===== src/design/etf_pkg.sv =====
// Shared types, constants and helpers of the escape time fractal iterator
package etf_pkg;

    localparam int COORD_BITS = 12;
    localparam int COUNT_BITS = 16;
    localparam int FRAC_BITS  = 26;

    localparam int CFG_ADDR_BITS = 3;
    localparam int CFG_DATA_BITS = 32;
    localparam int LIMIT_BITS    = 16;
    localparam int STEP_BITS     = 31;
    localparam int MAP_BITS      = COORD_BITS + STEP_BITS;

    localparam logic [CFG_ADDR_BITS-1:0] REG_MODE     = 3'd0;
    localparam logic [CFG_ADDR_BITS-1:0] REG_LIMIT    = 3'd1;
    localparam logic [CFG_ADDR_BITS-1:0] REG_ORIGIN_R = 3'd2;
    localparam logic [CFG_ADDR_BITS-1:0] REG_ORIGIN_I = 3'd3;
    localparam logic [CFG_ADDR_BITS-1:0] REG_STEP_R   = 3'd4;
    localparam logic [CFG_ADDR_BITS-1:0] REG_STEP_I   = 3'd5;
    localparam logic [CFG_ADDR_BITS-1:0] REG_JULIA_R  = 3'd6;
    localparam logic [CFG_ADDR_BITS-1:0] REG_JULIA_I  = 3'd7;

    localparam logic [63:0] ORIGIN_RESET64 = ~(64'd2 << FRAC_BITS) + 64'd1;
    localparam logic [63:0] STEP_RESET64   = 64'd1 << (FRAC_BITS - 8);
    localparam logic [LIMIT_BITS-1:0] LIMIT_RESET = 16'd64;
    localparam logic [63:0] ESC_BOUND      = 64'd4 << FRAC_BITS;

    typedef enum logic [1:0] {
        MODE_MANDELBROT = 2'd0,
        MODE_MANDELBAR  = 2'd1,
        MODE_JULIA      = 2'd2,
        MODE_BURNING    = 2'd3
    } t_mode;

    typedef struct packed {
        logic [COORD_BITS-1:0] pixel_x;
        logic [COORD_BITS-1:0] pixel_y;
    } t_in_beat;

    typedef struct packed {
        logic [COUNT_BITS-1:0] iteration_count;
        logic                  reached_limit;
    } t_out_beat;

    typedef struct packed {
        t_mode                  mode;
        logic [LIMIT_BITS-1:0]  iteration_limit;
        logic signed [31:0]     origin_re;
        logic signed [31:0]     origin_im;
        logic [STEP_BITS-1:0]   step_re;
        logic [STEP_BITS-1:0]   step_im;
        logic signed [31:0]     julia_re;
        logic signed [31:0]     julia_im;
    } t_cfg;

    typedef struct packed {
        logic load_px;
        logic map;
        logic init;
        logic mul;
        logic upd;
    } t_dp_cmd;

    typedef struct packed {
        logic limit_zero;
        logic escape;
        logic last;
    } t_dp_sts;

    // Clamp the programmed limit to what the counter can hold
    function automatic logic [COUNT_BITS-1:0] sat_limit(input logic [LIMIT_BITS-1:0] lim);
        logic [31:0] l32;
        logic [31:0] m32;
        l32 = 32'(lim);
        m32 = (32'd1 << COUNT_BITS) - 32'd1;
        if (l32 > m32) begin
            return m32[COUNT_BITS-1:0];
        end
        return l32[COUNT_BITS-1:0];
    endfunction

    function automatic logic signed [31:0] sat32(input logic signed [65:0] v);
        if (v > 66'sd2147483647) begin
            return 32'sh7fffffff;
        end
        if (v < -66'sd2147483648) begin
            return 32'sh80000000;
        end
        return v[31:0];
    endfunction

endpackage


===== src/design/etf_ctrl.sv =====
// Sequencer of the escape time fractal iterator
module etf_ctrl (
    input  logic             i_clk,
    input  logic             i_rst_n,
    input  logic             i_in_valid,
    output logic             o_in_stall,
    input  logic             i_out_free,
    output logic             o_out_load,
    output etf_pkg::t_dp_cmd o_cmd,
    input  etf_pkg::t_dp_sts i_sts
);

    typedef enum logic [5:0] {
        S_IDLE = 6'b000001,
        S_MAP  = 6'b000010,
        S_INIT = 6'b000100,
        S_MUL  = 6'b001000,
        S_UPD  = 6'b010000,
        S_DONE = 6'b100000
    } t_state;

    t_state r_state;
    t_state n_state;

    always_ff @(posedge i_clk) begin
        if (!i_rst_n) begin
            r_state <= S_IDLE;
        end else begin
            r_state <= n_state;
        end
    end

    always_comb begin
        n_state    = r_state;
        o_cmd      = '0;
        o_out_load = 1'b0;
        o_in_stall = 1'b1;
        case (r_state)
            S_IDLE: begin
                o_in_stall = 1'b0;
                if (i_in_valid) begin
                    o_cmd.load_px = 1'b1;
                    n_state       = S_MAP;
                end
            end
            S_MAP: begin
                o_cmd.map = 1'b1;
                n_state   = S_INIT;
            end
            S_INIT: begin
                o_cmd.init = 1'b1;
                n_state    = i_sts.limit_zero ? S_DONE : S_MUL;
            end
            S_MUL: begin
                o_cmd.mul = 1'b1;
                n_state   = S_UPD;
            end
            S_UPD: begin
                // escape leaves z and the count as they are
                if (i_sts.escape) begin
                    n_state = S_DONE;
                end else begin
                    o_cmd.upd = 1'b1;
                    n_state   = i_sts.last ? S_DONE : S_MUL;
                end
            end
            S_DONE: begin
                if (i_out_free) begin
                    o_out_load = 1'b1;
                    n_state    = S_IDLE;
                end
            end
            default: begin
                n_state = S_IDLE;
            end
        endcase
    end

endmodule


===== config.mk =====
export PLATFORM = sky130hd
export DESIGN_NAME = etf_ctrl
export DESIGN_NICKNAME = d
export VERILOG_FILES = /design/src/design/etf_pkg.sv /design/src/design/etf_ctrl.sv
export SDC_FILE = /design/constraint.sdc
export NUM_CORES = 1
export LEC_CHECK = 0
export ABC_AREA = 1
export BUFFER_PORTS_ARGS = -buffer_cell sky130_fd_sc_hd__clkbuf_2
export CORE_AREA = 4 4 41 43
export DETAILED_ROUTE_END_ITERATION = 12
export DIE_AREA = 0 0 45 47
export PLACE_DENSITY = 0.6
export SLEW_MARGIN = 40
export SYNTH_ARGS = -nofsm -noshare
export SYNTH_HDL_FRONTEND = slang
export SYNTH_SLANG_ARGS = --single-unit

===== constraint.sdc =====
create_clock -name i_clk -period 1.7 [get_ports i_clk]
set_input_delay 0.085 -clock i_clk [delete_from_list [all_inputs] [get_ports i_clk]]
set_output_delay 0.085 -clock i_clk [all_outputs]
set_load 0.1 [all_outputs]

; Word level (Yosys, flattened, before mapping)
; Cells that the tools add are included.
[totals]
ff_bits = 6
inputBits = 7
output_inout_bits = 7
elab_cells = 26
[op_classes]
eq_ne = 8
mux = 16
reduce_logical = 1
[ops]
columns = operator, n
row1 = $pmux 6 s6, 1
row2 = $mux 6, 5
row3 = $mux 1, 10
row4 = $eq 6x1->1 const B, 1
row5 = $eq 6x2->1 const B, 1
row6 = $eq 6x3->1 const B, 1
row7 = $eq 6x4->1 const B, 1
row8 = $eq 6x5->1 const B, 1
row9 = $eq 6x6->1 const B, 1
row10 = $ne 2x2->1 const B, 2
row11 = $reduce_and 2->1, 1

; Logic depth before layout (Yosys ltp)
[logic_depth]
depth_word = 3
mapped_depth = 7
depth_no_buf = 7

; Worst setup path after synthesis
; No wires, ideal clock.
[synth_path]
path_kind = flip-flop to output port
startpoint = register r_state[2]
endpoint = output port o_cmd[4] (netlist name)
t_arrival_ps = 2515
required_time_ps = 1615
slack_ps = -900
path_stages_with_launch = 4
n_path_buf = 0
path_cell_list = dfxtp_1 > nor2_2 > nand3_2 > nor2_1
[synth_lines]
columns = item, line_no
row1 = "start, declared", etf_ctrl.sv:22  ; t_state r_state;
row2 = "start signal, assigned", etf_ctrl.sv:29  ; r_state <= n_state;
row3 = "end, declared", etf_ctrl.sv:9  ; output etf_pkg::t_dp_cmd o_cmd,

==> impl_metrics.tcl <==
set metrics [dict create \
    slowest_stage "clkbuf_2" \
    r2r_cells 6 \
    rsz0062_at_grt "false" \
    h-tree-depth 1 \
    setup_ws_ns 0.175 \
    p_sw_mw 0.166 \
    status "finished clean" \
    grt_max_degree 8 \
    cp-startpoint "r_state[2]" \
    die-area_um2 2120 \
    power_mw 0.427 \
    clk_pin_slew_worst_paths_ns 0.04 \
    p_int_mw 0.261 \
    mostFrequentLayoutCells "inv_1 (12), clkbuf_2 (9), nor2_1 (7)" \
    drive_gt1_share_pct 39.7 \
    slew_violations 0 \
    fillCellCount 144 \
    place_ws_ns 0.426 \
    drt_wl_total_um 783 \
    drc 0 \
    start_util_pct 29.4 \
    leakage_nw 0.264 \
    fmax_mhz 656 \
    ctsResizeCount 0 \
    worst_ep_arrival_time_ns 1.44 \
    r2r_start "r_state[2]" \
    finish.utilization_pct 39.5 \
    synth_area_leaders "dfxtp_1 (31%), inv_1 (12%), nor2_1 (11%), nor2_4 (8.8%), nand3_1 (6.5%)" \
    top_register "r_state" \
    max_slew.worst_pin.slew_ns 0.542 \
    max_stage_delay_ns 0.45 \
    grt.total_usage_pct 8.61 \
    place_congestion 0.769 \
    synth_warnings 0 \
    drt-initial-drc-count 6 \
    drtPass1Iterations 4 \
    crit_path_end_kind "output port" \
    cts_setup_buffers 0 \
    setup_tns_ns 0 \
    cts_buffers 3 \
    combPwrFrac_pct 33.3 \
    grt_antenna_before_repair 0 \
    switching_share_pct 38.9 \
    grt_pass1_wl_um 1310 \
    reg2reg_slack_ns 0.54 \
    final.setup_skew_ns 0.00230 \
    synthCells 57 \
    core_area_um2 1300 \
    final_common_cell "inv_1" \
    ir_drop_mv 0.488 \
    largest_reg_flops 6 \
    cts_sinks 6 \
    ctsHoldBuffers 0 \
    overflow 0 \
    regArea_um2 120 \
    power_density_nw_per_um2 831 \
    min_period_ns 1.52 \
    dpl.hpwl_um 699 \
    wl_per_cell_um 8.90 \
    start_kind "flip-flop" \
    hold_violations 0 \
    clk-insertion-delay-late_ns 0.24 \
    worstHoldPathType "input port to flip-flop" \
    cts-root-buf "clkbuf_4" \
    synth_top_area_share_pct 31.4 \
    port_buffers 13 \
    synthToLayoutAreaGrowth_pct 34.3 \
    syn_nets 64 \
    multi_input_area_um2 233 \
    p_seq_share_pct 36.0 \
    cp.required_ns 1.62 \
    critPathCapture "o_cmd[2]" \
    setup_viol 0 \
    synth_area_per_cell_um2 6.72 \
    crit_type "flip-flop to output port" \
    rows 13 \
    yosysSeqAreaShare_pct 31.4 \
    path_cells "inv_1, or2_4, nor2_4, clkbuf_2" \
    power_frac_clock_pct 30.7 \
    max_slew_margin_pct 64.0 \
    synthesis.area_um2 383 \
    final_nets 82 \
    critical_path_peak_fanout 3 \
    grt_pass1_vias 342 \
    cap_viol_max_count 0 \
    ys_types 15 \
    fin_crit_sh_pct 89.7 \
    r2r_end "r_state[0]" \
    clk_path_buf_depth 2 \
    ys_ff_latch 6 \
    antenna_left 0 \
    die_h_um 47 \
    die_w_um 45 \
    cts_tree "built" \
    top_regs "r_state x6" \
    avgViaCountPerCell 4.42 \
    diodes 0 \
    dr_total_vias 389 \
    synth_top_cell_by_area "dfxtp_1" \
    io_pins 14 \
]
==> power groups by stage <==
stage	sequential (mW)	clock, mW	combinational (mW)
6_report	0.154	0.131	0.142
5_1_grt	0.154	0.146	0.152
4_1_cts	0.154	0.136	0.143
3_5_place_dp	0.157	0	0.143
3_3_place_gp	0.156	0	0.142
2_1_floorplan	0.156	0	0.118
==> logic make-up after synthesis <==
kind of cell	count (synthesis)	synth area share (%)
compound gates	2	3.27
simple gates	37	53.6
buf+inv	12	11.8
flops	6	31.4
==> metal layers <==
metal | part of all wire, % | routed length, µm | track usage (%) | up-vias
met5 | 0 | 0 | 0 | -
met4 | 2.4 | 19 | 5.26 | 0
met3 | 5.4 | 42 | 2.68 | 3
met2 | 48 | 379 | 13.6 | 10
met1 | 44 | 341 | 10.2 | 165
li1 | - | - | - | 211
==> worst max-delay path: cells and delay by family, from the launching register on <==
| kind | cells | cell delay [ns] |
|---|---|---|
| flops | 1 | 0.35 |
| buf+inv | 2 | 0.51 |
| simple gates | 2 | 0.33 |
==> worst min path at each step <==
stage | startpoint | to | cells past startpoint
3_5_place_dp | i_rst_n | r_state[5] | 3
6_report | i_rst_n | r_state[5] | 3
3_3_place_gp | i_rst_n | r_state[5] | 3
4_1_cts | i_rst_n | r_state[5] | 3
2_1_floorplan | i_rst_n | r_state[5] | 2
5_1_grt | i_rst_n | r_state[5] | 3
==> Yosys cell counts <==
| library cell | number |
|---|---|
| a21oi_1 | 1 |
| dfxtp_1 | 6 |
| inv_1 | 12 |
| nand2_1 | 6 |
| nand2_4 | 1 |
| nand3_1 | 5 |
| nand3_2 | 1 |
| nand4_1 | 3 |
| nor2_1 | 11 |
| nor2_2 | 2 |
| nor2_4 | 3 |
| nor3_1 | 3 |
| o21a_1 | 1 |
| or2_2 | 1 |
| or2_4 | 1 |
==> metrics by stage <==
step                      hold slack (ns)  area [µm²]  instances
after floorplan                     0.183         398         57
after global placement              0.312         492         85
after detailed placement            0.316         492         85
after CTS                          0.0590         514         88
after global routing               0.0974         514         88
final                              0.0638         514         88
==> area by class of cell <==
type	count	area share [%]
Multi-Input combinational cell	39	45.3
Sequential cell	6	23.4
Timing Repair Buffer	13	14.6
Inverter	12	8.76
Clock buffer	3	4.38
Tap cell	15	3.65
(Power assumes the default switching activity.)
